**src/design/assert_macros.svh**
```systemverilog
// assertion helpers used by the core design file
`ifndef ASSERT_MACROS_SVH
`define ASSERT_MACROS_SVH

// property that must hold at every clock edge outside reset
`define PWCS_ASSERT(lbl, prop, msg) \
  lbl: assert property (@(posedge clk_i) disable iff (!rst_ni) (prop)) else $error(msg);

// condition that must be followed by another in the next cycle
`define PWCS_ASSERT_NEXT(lbl, pre, post, msg) \
  lbl: assert property (@(posedge clk_i) disable iff (!rst_ni) (pre) |=> (post)) \
    else $error(msg);

`endif

```
**src/design/pwcs_pkg.sv**
```systemverilog
`timescale 1ns / 1ps
package pwcs_pkg;

  // block constants
  localparam int NUM_CHANNELS  = 4;
  localparam int MAX_CHANNELS  = 4;
  localparam int SCALED_RANGE  = 1000;
  localparam int TIMEOUT_TICKS = 100;

  // field widths
  localparam int CHAN_W    = 2;
  localparam int STAMP_W   = 16;
  localparam int CNT_W     = 7;
  localparam int CFG_IDX_W = 4;
  localparam int PROD_W    = 2 * STAMP_W;
  localparam int DIV_STEPS = 2;
  localparam int DIV_ITERS = PROD_W / DIV_STEPS;
  localparam int ITER_W    = $clog2(DIV_ITERS);

  // input operation codes
  typedef enum logic {
    OP_CAPTURE = 1'b0,
    OP_TICK    = 1'b1
  } pwcs_op_e;

  // sequencer states
  typedef enum logic [1:0] {
    ST_IDLE,
    ST_MULT,
    ST_DIV,
    ST_LOAD
  } pwcs_state_e;

  // sequencer controls
  typedef struct packed {
    logic in_ready;
    logic load_mult;
    logic div_step;
    logic load_out;
  } pwcs_ctrl_t;

endpackage

```
**src/design/pwcs_channels.sv**
```systemverilog
`timescale 1ns / 1ps

// capture and tick words
interface pwcs_in_if;
  logic                          valid;
  logic                          ready;
  logic                          operation;
  logic [pwcs_pkg::CHAN_W-1:0]   chan;
  logic [pwcs_pkg::STAMP_W-1:0]  stamp;

  modport source (output valid, operation, chan, stamp, input ready);
  modport sink (input valid, operation, chan, stamp, output ready);
endinterface

// measurement words
interface pwcs_out_if;
  logic                                 valid;
  logic                                 ready;
  logic [pwcs_pkg::CHAN_W-1:0]          chan_out;
  logic                                 value_valid;
  logic [pwcs_pkg::STAMP_W-1:0]         raw_width;
  logic [pwcs_pkg::STAMP_W-1:0]         scaled_value;
  logic [pwcs_pkg::MAX_CHANNELS-1:0]    present_mask;

  modport source (output valid, chan_out, value_valid, raw_width, scaled_value,
                  present_mask, input ready);
  modport sink (input valid, chan_out, value_valid, raw_width, scaled_value,
                present_mask, output ready);
endinterface

// register write words
interface pwcs_cfg_if;
  logic                             valid;
  logic                             ready;
  logic [pwcs_pkg::CFG_IDX_W-1:0]   index;
  logic [pwcs_pkg::STAMP_W-1:0]     data;

  modport source (output valid, index, data, input ready);
  modport sink (input valid, index, data, output ready);
endinterface

```
**src/design/pulse_width_capture_scaler_core.sv**
```systemverilog
// sequence: a falling-edge word takes a multiply, 16 radix-4 divide steps and an output
//   load; zero-scaled widths skip the divide, other words go straight to the output load
// input: no new word is taken until the current one is loaded, the divider is shared;
//   an output stall holds the output load and so the input as well
// reset: sequencer, output valid, stamps and silence counters clear at once, edge flags
//   expect a rising edge, limits return to min 0 and max 65535; no clearing pass
`timescale 1ns / 1ps
`include "assert_macros.svh"

module pulse_width_capture_scaler_core #(
  parameter int NumChannels = pwcs_pkg::NUM_CHANNELS
) (
  input  logic          clk_i,
  input  logic          rst_ni,
  pwcs_in_if.sink       item_i,
  pwcs_out_if.source    result_o,
  pwcs_cfg_if.sink      cfg_i
);
  import pwcs_pkg::*;

  localparam int ChIdxW = (NumChannels > 1) ? $clog2(NumChannels) : 1;
  localparam logic [CNT_W-1:0]   TimeoutCnt = CNT_W'(TIMEOUT_TICKS);
  localparam logic [STAMP_W-1:0] RangeW     = STAMP_W'(SCALED_RANGE);
  localparam logic [ITER_W-1:0]  IterLast   = ITER_W'(DIV_ITERS - 1);

  // per channel state and limits
  logic                expect_rising_q [NumChannels];
  logic [STAMP_W-1:0]  rise_stamp_q    [NumChannels];
  logic [CNT_W-1:0]    silence_q       [NumChannels];
  logic [STAMP_W-1:0]  lo_q            [NumChannels];
  logic [STAMP_W-1:0]  hi_q            [NumChannels];

  pwcs_state_e         state_q, state_d;
  pwcs_ctrl_t          ctrl;

  // working registers
  logic [CHAN_W-1:0]   chan_q;
  logic                fall_q;
  logic [STAMP_W-1:0]  raw_q;
  logic [STAMP_W-1:0]  lo_sel_q;
  logic [STAMP_W-1:0]  hi_sel_q;
  logic [PROD_W-1:0]   num_q;
  logic [STAMP_W-1:0]  dvs_q;
  logic [STAMP_W-1:0]  rem_q;
  logic [ITER_W-1:0]   iter_q;

  // output register
  logic                out_valid_q;
  logic [CHAN_W-1:0]   out_chan_q;
  logic                out_vv_q;
  logic [STAMP_W-1:0]  out_raw_q;
  logic [STAMP_W-1:0]  out_scaled_q;
  logic [MAX_CHANNELS-1:0] out_mask_q;

  logic                accept;
  logic                is_tick;
  logic                chan_ok;
  logic [ChIdxW-1:0]   ch_idx;
  logic                is_fall;
  logic [STAMP_W-1:0]  width_d;
  logic                scale_zero;
  logic [STAMP_W-1:0]  diff_w;
  logic [PROD_W-1:0]   prod_w;
  logic [PROD_W-1:0]   num_d;
  logic [STAMP_W-1:0]  rem_d;
  logic [STAMP_W-1:0]  scaled_w;
  logic [MAX_CHANNELS-1:0] mask_w;
  logic                cfg_hit;
  logic [ChIdxW-1:0]   cfg_ch;
  logic                div_last;
  logic                out_blank;

  // capture decode
  assign accept  = item_i.valid & item_i.ready;
  assign is_tick = (item_i.operation == OP_TICK);
  assign chan_ok = (32'(item_i.chan) < NumChannels);
  assign ch_idx  = item_i.chan[ChIdxW-1:0];
  assign is_fall = !is_tick && chan_ok && !expect_rising_q[ch_idx];
  assign width_d = item_i.stamp - rise_stamp_q[ch_idx];

  // next state
  always_comb begin
    state_d = state_q;
    case (state_q)
      ST_IDLE: begin
        if (accept) state_d = is_fall ? ST_MULT : ST_LOAD;
      end
      ST_MULT: begin
        state_d = scale_zero ? ST_LOAD : ST_DIV;
      end
      ST_DIV: begin
        if (iter_q == IterLast) state_d = ST_LOAD;
      end
      ST_LOAD: begin
        if (!out_valid_q || result_o.ready) state_d = ST_IDLE;
      end
      default: state_d = ST_IDLE;
    endcase
  end

  // sequencer outputs
  always_comb begin
    ctrl = '0;
    case (state_q)
      ST_IDLE: ctrl.in_ready  = 1'b1;
      ST_MULT: ctrl.load_mult = 1'b1;
      ST_DIV:  ctrl.div_step  = 1'b1;
      ST_LOAD: ctrl.load_out  = !out_valid_q || result_o.ready;
      default: ctrl = '0;
    endcase
  end

  always_ff @(posedge clk_i or negedge rst_ni) begin
    if (!rst_ni) begin
      state_q <= ST_IDLE;
    end else begin
      state_q <= state_d;
    end
  end

  assign item_i.ready = ctrl.in_ready;

  // channel state update on accepted words
  for (genvar i = 0; i < NumChannels; i++) begin : g_chan
    always_ff @(posedge clk_i or negedge rst_ni) begin
      if (!rst_ni) begin
        expect_rising_q[i] <= 1'b1;
        rise_stamp_q[i]    <= '0;
        silence_q[i]       <= '0;
      end else if (accept) begin
        if (is_tick) begin
          if (silence_q[i] < TimeoutCnt) silence_q[i] <= silence_q[i] + 1'b1;
        end else if (chan_ok && (ch_idx == ChIdxW'(i))) begin
          silence_q[i]       <= '0;
          expect_rising_q[i] <= !expect_rising_q[i];
          if (expect_rising_q[i]) rise_stamp_q[i] <= item_i.stamp;
        end
      end
    end
  end

  // limit registers
  assign cfg_i.ready = 1'b1;
  assign cfg_hit     = (32'(cfg_i.index) < 2 * NumChannels);
  assign cfg_ch      = cfg_i.index[ChIdxW:1];

  always_ff @(posedge clk_i or negedge rst_ni) begin
    if (!rst_ni) begin
      for (int i = 0; i < NumChannels; i++) begin
        lo_q[i] <= '0;
        hi_q[i] <= '1;
      end
    end else if (cfg_i.valid && cfg_hit) begin
      if (cfg_i.index[0]) hi_q[cfg_ch] <= cfg_i.data;
      else lo_q[cfg_ch] <= cfg_i.data;
    end
  end

  // width minus min, times range
  assign scale_zero = (hi_sel_q <= lo_sel_q) || (raw_q <= lo_sel_q);
  assign diff_w     = raw_q - lo_sel_q;
  assign prod_w     = {{STAMP_W{1'b0}}, diff_w} * {{STAMP_W{1'b0}}, RangeW};

  // two restoring divide steps per cycle
  always_comb begin
    logic [STAMP_W:0] trial;
    num_d = num_q;
    rem_d = rem_q;
    for (int k = 0; k < DIV_STEPS; k++) begin
      trial = {rem_d, num_d[PROD_W-1]};
      num_d = {num_d[PROD_W-2:0], 1'b0};
      if (trial >= {1'b0, dvs_q}) begin
        rem_d    = STAMP_W'(trial - {1'b0, dvs_q});
        num_d[0] = 1'b1;
      end else begin
        rem_d = trial[STAMP_W-1:0];
      end
    end
  end

  // working datapath
  always_ff @(posedge clk_i) begin
    if (accept) begin
      chan_q   <= is_tick ? '0 : item_i.chan;
      fall_q   <= is_fall;
      raw_q    <= is_fall ? width_d : '0;
      lo_sel_q <= lo_q[ch_idx];
      hi_sel_q <= hi_q[ch_idx];
      num_q    <= '0;
    end
    if (ctrl.load_mult) begin
      num_q  <= scale_zero ? '0 : prod_w;
      dvs_q  <= hi_sel_q - lo_sel_q;
      rem_q  <= '0;
      iter_q <= '0;
    end
    if (ctrl.div_step) begin
      num_q  <= num_d;
      rem_q  <= rem_d;
      iter_q <= iter_q + 1'b1;
    end
  end

  // clamp and presence mask
  assign scaled_w = (num_q > PROD_W'(SCALED_RANGE)) ? RangeW : num_q[STAMP_W-1:0];

  for (genvar i = 0; i < MAX_CHANNELS; i++) begin : g_mask
    if (i < NumChannels) begin : g_live
      assign mask_w[i] = (silence_q[i] < TimeoutCnt);
    end else begin : g_dead
      assign mask_w[i] = 1'b0;
    end
  end

  // output register
  always_ff @(posedge clk_i or negedge rst_ni) begin
    if (!rst_ni) begin
      out_valid_q <= 1'b0;
    end else if (ctrl.load_out) begin
      out_valid_q <= 1'b1;
    end else if (result_o.ready) begin
      out_valid_q <= 1'b0;
    end
  end

  always_ff @(posedge clk_i) begin
    if (ctrl.load_out) begin
      out_chan_q   <= chan_q;
      out_vv_q     <= fall_q;
      out_raw_q    <= raw_q;
      out_scaled_q <= fall_q ? scaled_w : '0;
      out_mask_q   <= mask_w;
    end
  end

  assign result_o.valid        = out_valid_q;
  assign result_o.chan_out     = out_chan_q;
  assign result_o.value_valid  = out_vv_q;
  assign result_o.raw_width    = out_raw_q;
  assign result_o.scaled_value = out_scaled_q;
  assign result_o.present_mask = out_mask_q;

  // checks
  assign div_last  = (state_q == ST_DIV) && (iter_q == IterLast);
  assign out_blank = (out_raw_q == '0) && (out_scaled_q == '0);

  `PWCS_ASSERT(a_scaled_in_range, !out_valid_q || (out_scaled_q <= RangeW), "scaled above range")
  `PWCS_ASSERT(a_idle_word_zero, !out_valid_q || out_vv_q || out_blank, "idle word carries data")
  `PWCS_ASSERT_NEXT(a_div_ends, div_last, state_q == ST_LOAD, "divider did not finish")
  `PWCS_ASSERT(a_silence_bound, silence_q[0] <= TimeoutCnt, "silence counter beyond limit")

endmodule
```
**src/flat_wrapper.sv**
```systemverilog
// flat-port wrapper written by rule: the top's interface ports become plain ports
module pulse_width_capture_scaler_core_flat import pwcs_pkg::*;
#(
  parameter int NumChannels = pwcs_pkg::NUM_CHANNELS
)
  (clk_i, rst_ni, item_i_valid, item_i_operation, item_i_chan, item_i_stamp, item_i_ready, result_o_valid, result_o_chan_out, result_o_value_valid, result_o_raw_width, result_o_scaled_value, result_o_present_mask, result_o_ready, cfg_i_valid, cfg_i_index, cfg_i_data, cfg_i_ready);
  pwcs_in_if item_i_i ();
  pwcs_out_if result_o_i ();
  pwcs_cfg_if cfg_i_i ();
  input  logic clk_i;
  input  logic rst_ni;
  input wire logic [$bits(item_i_i.valid)-1:0] item_i_valid;
  input wire logic [$bits(item_i_i.operation)-1:0] item_i_operation;
  input wire logic [$bits(item_i_i.chan)-1:0] item_i_chan;
  input wire logic [$bits(item_i_i.stamp)-1:0] item_i_stamp;
  output wire logic [$bits(item_i_i.ready)-1:0] item_i_ready;
  output wire logic [$bits(result_o_i.valid)-1:0] result_o_valid;
  output wire logic [$bits(result_o_i.chan_out)-1:0] result_o_chan_out;
  output wire logic [$bits(result_o_i.value_valid)-1:0] result_o_value_valid;
  output wire logic [$bits(result_o_i.raw_width)-1:0] result_o_raw_width;
  output wire logic [$bits(result_o_i.scaled_value)-1:0] result_o_scaled_value;
  output wire logic [$bits(result_o_i.present_mask)-1:0] result_o_present_mask;
  input wire logic [$bits(result_o_i.ready)-1:0] result_o_ready;
  input wire logic [$bits(cfg_i_i.valid)-1:0] cfg_i_valid;
  input wire logic [$bits(cfg_i_i.index)-1:0] cfg_i_index;
  input wire logic [$bits(cfg_i_i.data)-1:0] cfg_i_data;
  output wire logic [$bits(cfg_i_i.ready)-1:0] cfg_i_ready;
  assign item_i_i.valid = item_i_valid;
  assign item_i_i.operation = item_i_operation;
  assign item_i_i.chan = item_i_chan;
  assign item_i_i.stamp = item_i_stamp;
  assign item_i_ready = item_i_i.ready;
  assign result_o_valid = result_o_i.valid;
  assign result_o_chan_out = result_o_i.chan_out;
  assign result_o_value_valid = result_o_i.value_valid;
  assign result_o_raw_width = result_o_i.raw_width;
  assign result_o_scaled_value = result_o_i.scaled_value;
  assign result_o_present_mask = result_o_i.present_mask;
  assign result_o_i.ready = result_o_ready;
  assign cfg_i_i.valid = cfg_i_valid;
  assign cfg_i_i.index = cfg_i_index;
  assign cfg_i_i.data = cfg_i_data;
  assign cfg_i_ready = cfg_i_i.ready;
  pulse_width_capture_scaler_core #(.NumChannels(NumChannels)) u_core (.clk_i(clk_i), .rst_ni(rst_ni), .item_i(item_i_i), .result_o(result_o_i), .cfg_i(cfg_i_i));
endmodule
```
**config.mk**
```make
export PLATFORM = sky130hd
export DESIGN_NAME = pulse_width_capture_scaler_core_flat
export DESIGN_NICKNAME = d
export VERILOG_FILES = /design/src/design/pwcs_pkg.sv /design/src/design/pwcs_channels.sv /design/src/design/pulse_width_capture_scaler_core.sv /design/src/flat_wrapper.sv
export VERILOG_INCLUDE_DIRS = /design/src /design/src/design
export SDC_FILE = /design/constraint.sdc
export NUM_CORES = 1
export LEC_CHECK = 0
export BUFFER_PORTS_ARGS = -buffer_cell sky130_fd_sc_hd__buf_2
export CAP_MARGIN = 10
export CORE_ASPECT_RATIO = 0.9
export CORE_UTILIZATION = 33
export DETAILED_ROUTE_END_ITERATION = 6
export HOLD_SLACK_MARGIN = 0.1
export PLACE_DENSITY = 0.54
export SLEW_MARGIN = 20
export SYNTH_ARGS = -nofsm -noshare
export SYNTH_HDL_FRONTEND = slang
export SYNTH_SLANG_ARGS = --single-unit
```
**constraint.sdc**
```tcl
create_clock -name clk_i -period 8.9 [get_ports clk_i]
set_input_delay 0.445 -clock clk_i [delete_from_list [all_inputs] [get_ports clk_i]]
set_output_delay 0.445 -clock clk_i [all_outputs]
set_load 0.005 [all_outputs]
```
# After elaboration in Yosys (flattened, before gate mapping)

Cells that the tools add are included.

Register bits after elaboration: 385
Output and inout bits: 42

Reduce and logical (&&, ||, !) cells: 37
Multipliers: 1
Bitwise operators: 6
Equal/unequal tests: 14
Magnitude comparators: 13
Add/sub/neg operators: 10
Mux-type cells: 53

Operators by type and width:

| operator                                                                          | number |
|---|---|
| 16-bit 2-to-1 mux                                                                 | 11 |
| 64-bit bitwise mux                                                                | 2 |
| 16-bit binary-select mux with 2-bit select                                        | 3 |
| 32-bit 2-to-1 mux                                                                 | 3 |
| 7-bit 2-to-1 mux                                                                  | 12 |
| 16-bit subtractor                                                                 | 5 |
| 17-bit by 16-bit >= comparator with 1-bit output                                  | 2 |
| 16-bit demux with 2-bit select                                                    | 1 |
| 32-bit by 10-bit greater-than comparator with 1-bit output, second input constant | 1 |
| 16-bit <= comparator                                                              | 2 |
| 7-bit by 1-bit adder with 7-bit output, second input constant                     | 4 |
| 7-bit less-than comparator, second input constant                                 | 4 |
| 3-bit AND reduction                                                               | 9 |
| 26-bit 2-to-1 mux                                                                 | 1 |
| 16-bit by 7-bit multiplier with 23-bit output, second input constant              | 1 |
| 4-bit AND reduction                                                               | 4 |
| 2-bit by 1-bit != test with 1-bit output, second input constant                   | 6 |
| 2-bit nonzero test                                                                | 6 |
| 1-bit 2-to-1 mux                                                                  | 11 |
| 10-bit 2-to-1 mux                                                                 | 1 |
| 2-bit == test, second input constant                                              | 4 |
| 2-bit 2-to-1 mux                                                                  | 4 |
| 4-bit 2-to-1 mux                                                                  | 2 |
| 2-bit case mux with 4 select lines                                                | 1 |
| 18 further kinds                                                                  | 34 |

# Logic depth before layout (Yosys ltp)

Depth in word-level cells: 9
Gate-level depth with buffers: 28
Mapped depth without buffers: 28

# Worst setup path before layout

OpenSTA, ideal clock, no wires.

Path kind: register to register
Start point: register u_core.lo_sel_q[0]
End point: register u_core.num_q[25], data pin
Arrival time: 6.348 ns
Library setup time: 0.256 ns
Cell stages (with the launch flop): 25
Buffers on the path: 0
Path slack: 2.296 ns
Cell sequence: edfxtp_1 -> ha_1 -> fa_1 -> nand2b_1 -> a21boi_0 -> o21ai_0 -> a21oi_1 -> a21o_1 -> a21oi_1 -> xnor2_1 -> fa_1 -> inv_1 -> fa_1 -> fa_1 -> fa_1 -> inv_1 -> ha_1 -> a211o_1 -> a211o_1 -> a31oi_1 -> o31ai_1 -> a211o_1 -> a21oi_1 -> xnor2_1 -> a22o_1

Longest elaborated chain between the ends: 5

Ends and longest elaborated chain:

| what                                                                                     | line                                                                           | text |
|---|---|---|
| start, declared                                                                          | pulse_width_capture_scaler_core.sv:40                                          | `logic [STAMP_W-1:0] lo_sel_q;` |
| start signal, assigned                                                                   | pulse_width_capture_scaler_core.sv:187                                         | `lo_sel_q <= lo_q[ch_idx];` |
| 16-bit subtractor / 16-bit <= comparator (equally long branches)                         | pulse_width_capture_scaler_core.sv:161, pulse_width_capture_scaler_core.sv:160 |  |
| 16-bit by 7-bit multiplier with 23-bit output / 1-bit logical OR (equally long branches) | pulse_width_capture_scaler_core.sv:162, pulse_width_capture_scaler_core.sv:160 |  |
| 26-bit 2-to-1 mux (*)                                                                    | pulse_width_capture_scaler_core.sv:192                                         | `num_q <= scale_zero ? '0 : prod_w;` |
| 32-bit 2-to-1 mux (*)                                                                    | pulse_width_capture_scaler_core.sv:191                                         | `if (ctrl.load_mult) begin` |
| 32-bit 2-to-1 mux (*)                                                                    | pulse_width_capture_scaler_core.sv:197                                         | `if (ctrl.div_step) begin` |
| end signal, assigned                                                                     | pulse_width_capture_scaler_core.sv:192                                         |  |
| end signal, assigned                                                                     | pulse_width_capture_scaler_core.sv:198                                         | `num_q <= num_d;` |
| end, declared                                                                            | pulse_width_capture_scaler_core.sv:42                                          | `logic [PROD_W-1:0] num_q;` |

Mark *: on every way between the ends. The rest lies on a longest branch, timed or not.
A chain may end at the register's enable or synchronous reset.

# Worst setup path after layout

Ends and elaborated chain as after synthesis.

==> metrics.txt <==
Crit path required time=9240 ps; hold-fix buffers at CTS=2; router iterations before antenna repair=5; clk slew on worst S/H paths=~60 ps; DRC=0; gpl congestion=roughly 0.83; post-synth top area share=around a fifth; synth cell count leaders=mux2_2 (200), inv_1 (162), dfrtp_1 (159); H-tree depth=2; synthesized area per cell=about 12 um^2; total clock sinks=roughly 390; worst hold path class=input port to flop; post-route clock period utilization=between 80% and 90%; post-synthesis register bit count=~390; share of cells above drive strength 1=roughly a quarter; R2R Setup Slk=1670 ps; starting density of the core=33.41%; Mapped Cells=about 1,800; Final ANT Viol Nets=0; pre-CTS setup slack=between 1500 and 2000 ps; # IOs=86; Worst Path Max Fanout=9; buffer and inverter count on the worst path=2; total number of vias=14,300; Netlist Area Pre-Place=about 0.022 mm^2; Routed WL=between 50 and 60 mm; Chip Width=between 200 and 300 um; MaxCap Viol Count=0; gr usage total=15.12%; TritonCTS clock tree=yes; Final TNS setup=0 ps; Vias/cell=between 5 and 6; post-DP HPWL=36.94 mm; crit-path max cell delay=about 700 ps; Synth warnings=0; crit path DAT=between 7000 and 8000 ps; Crit path top cell by count=fa_1; Finished Layout Cells=approximately 2,800; FFs w/ async S/R, synth=a little under 60%; area grow syn2layout=13.16%; most numerous cell in the Yosys netlist=mux2_2; I/O Buffers=84; Die ar.=between 0.06 and 0.07 mm^2; Max-slew headroom=between 20% and 30%; crit path time final=between 7000 and 8000 ps; kind of critical path=flop to flop; delay-heaviest family, CP=adder cells; slowest CP cell=xnor2_1; critical path, cell by cell=ha_1 > fa_1 > nand2b_1 > a21boi_0 > o21ai_0 > a21oi_1 > a21o_1 > a21oi_1 > xnor2_1 > fa_1 > inv_1 > fa_1 > fa_1 > fa_1 > inv_1 > ha_1 > a211o_1 > a211o_1 > a31oi_1 > o31ai_1 > a211o_1 > a21oi_1 > xnor2_1 > a22o_1; CTS max path bufs=3; achievable frequency=138.3 MHz; endpoints failing setup=0; routed length per instance=18.07 um; Root Driver=clkbuf_16; core area=between 0.06 and 0.07 mm^2; Final Worst Setup Slack=between 1500 and 2000 ps; Rows=90; die height=~250 um; Cells after DPL=between 2,000 and 3,000; cell taking the most area after synthesis=edfxtp_1; Worst-Skew Late Latency=about 600 ps; outcome=completed; grt ovf=0; post-cts repair resize count=0; RSZ-0062 raised after global routing=no; number of global-route vias before repair=approximately 15,000; Startpoint Class=flop; prevailing post-synth register cell=dfrtp_1; drt initial violations=around 740; actual slew at the worst max-slew pin=between 1000 and 1500 ps; total CTS buffers=43; register area share after synthesis=about 47%; Setup crit end kind=flop; EDFF count, synth=~160; top cells by area, synth=edfxtp_1 (21%), dfrtp_1 (18%), mux2_2 (10%), dfstp_2 (8.0%), ha_1 (7.6%); worst clock skew=22.47 ps; Final nets=approximately 2,200; postcts setup bufs=0; Cell variety after synth=between 70 and 80; number of antenna violations at the first check in global routing=2; wire length of the first global-routing pass=around 83 mm; Final Hold Fails=0; largest net degree at the start of global routing=around 120; Slew Limit Fails=0
-- tightest hold or removal path, stage by stage --
cell and delay (ps):
buf_2 80, nand2b_1 120, nand2b_1 60
-- through the flow --
| stage | instance area [um^2] | utilization (%) | hold slack, ps |
|---|---|---|---|
| 2_1_floorplan | 22400 | - | 149.4 |
| 3_3_place_gp | 23810 | 35.53 | 413.6 |
| 3_5_place_dp | 23810 | 35.53 | 411.6 |
| 4_1_cts | 25320 | 37.79 | 116.8 |
| 5_1_grt | 25330 | 37.80 | 149.3 |
| 6_report | 25330 | 37.80 | 150.1 |
-- state kept, by name, indices dropped and copies added, names as in the netlist, 2 cells and up --
name and flops:
u_core.hi_q 64, u_core.lo_q 64, u_core.rise_stamp_q 64, u_core.num_q 32, u_core.silence_q 28, u_core.dvs_q 16
u_core.hi_sel_q 16, u_core.lo_sel_q 16, u_core.raw_q 16, u_core.rem_q 16, u_core.result_o.raw_width 16, u_core.result_o.scaled_value 16
u_core.expect_rising_q 4, u_core.iter_q 4, u_core.result_o.present_mask 4, u_core.chan_q 2, u_core.result_o.chan_out 2, u_core.state_q 2
-- final cells by class --
class	instances	area [um^2]
fill	6402	41670
multi-input combinational	1236	11040
sequential	385	10510
clock buffer	61	1276
tap	874	1094
inverter	163	611.8
timing repair buffer	102	573.1
clock inverter	19	221.5
antenna	1	2.502
-- metal layers --
layer  GRT usage, %  up-vias  wire length, um
li1               -     6805                -
met1          21.13     7177            24860
met2          23.53      227            22940
met3          2.532       87             1891
met4          5.555        2             1627
met5              0        -               11
-- worst paths after layout --
path                                    start                          end  depth (start not counted)
max reg2reg                u_core.lo_sel_q[0]             u_core.num_q[25]                         24
min                            result_o_ready        u_core.result_o.valid                          3
max in group asynchronous              rst_ni              u_core.lo_q[36]                          4
min reg2reg                  u_core.chan_q[0]  u_core.result_o.chan_out[0]                          0
min in group asynchronous              rst_ni         u_core.silence_q[23]                          2
max                        u_core.lo_sel_q[0]             u_core.num_q[25]                         24
-- cell families after synthesis --
kind of cell | Yosys count | share of synthesized area (%)
AOI/OAI and AO/OA | 300 | 8.911
xor gates and xnor gates | 113 | 4.455
adders and majority gates | 191 | 12.34
buffers and inverters | 219 | 3.891
DFF | 385 | 46.96
muxes | 252 | 15.13
other | 2 | 0.03355
and+or+nand+nor | 373 | 8.284
-- placed cells by master, fill, tap and decap left out, drive strengths merged, types with 6 or more instances in the layout --
master,netlist,final
nor2b,19,19
a21o,24,24
xor2,44,44
mux4,49,49
nand3,34,34
nor4,9,9
dfstp,68,68
or2,10,10
a211o,6,6
nand2b,16,16
a31oi,8,8
mux2,200,200
o31ai,8,8
and2,21,21
a41oi,6,6
and4,6,6
nand4,17,17
fa,51,51
edfxtp,158,158
o21ai,61,61
inv,162,165
clkinv,1,14
clkbuf,36,61
buf,20,100
xnor2,69,69
nand2,77,77
nor2,103,103
a21oi,93,93
a22o,20,20
nand3b,8,8
o211ai,8,8
dfrtp,159,159
and3,11,11
o21bai,6,6
a21boi,6,6
ha,136,136
a211oi,8,8
o21a,14,14
conb,2,7
nor3,31,31
Power is left out: the tool's default activity adds up to more than one toggle a clock period on the data nets, which glitch-free logic cannot reach.
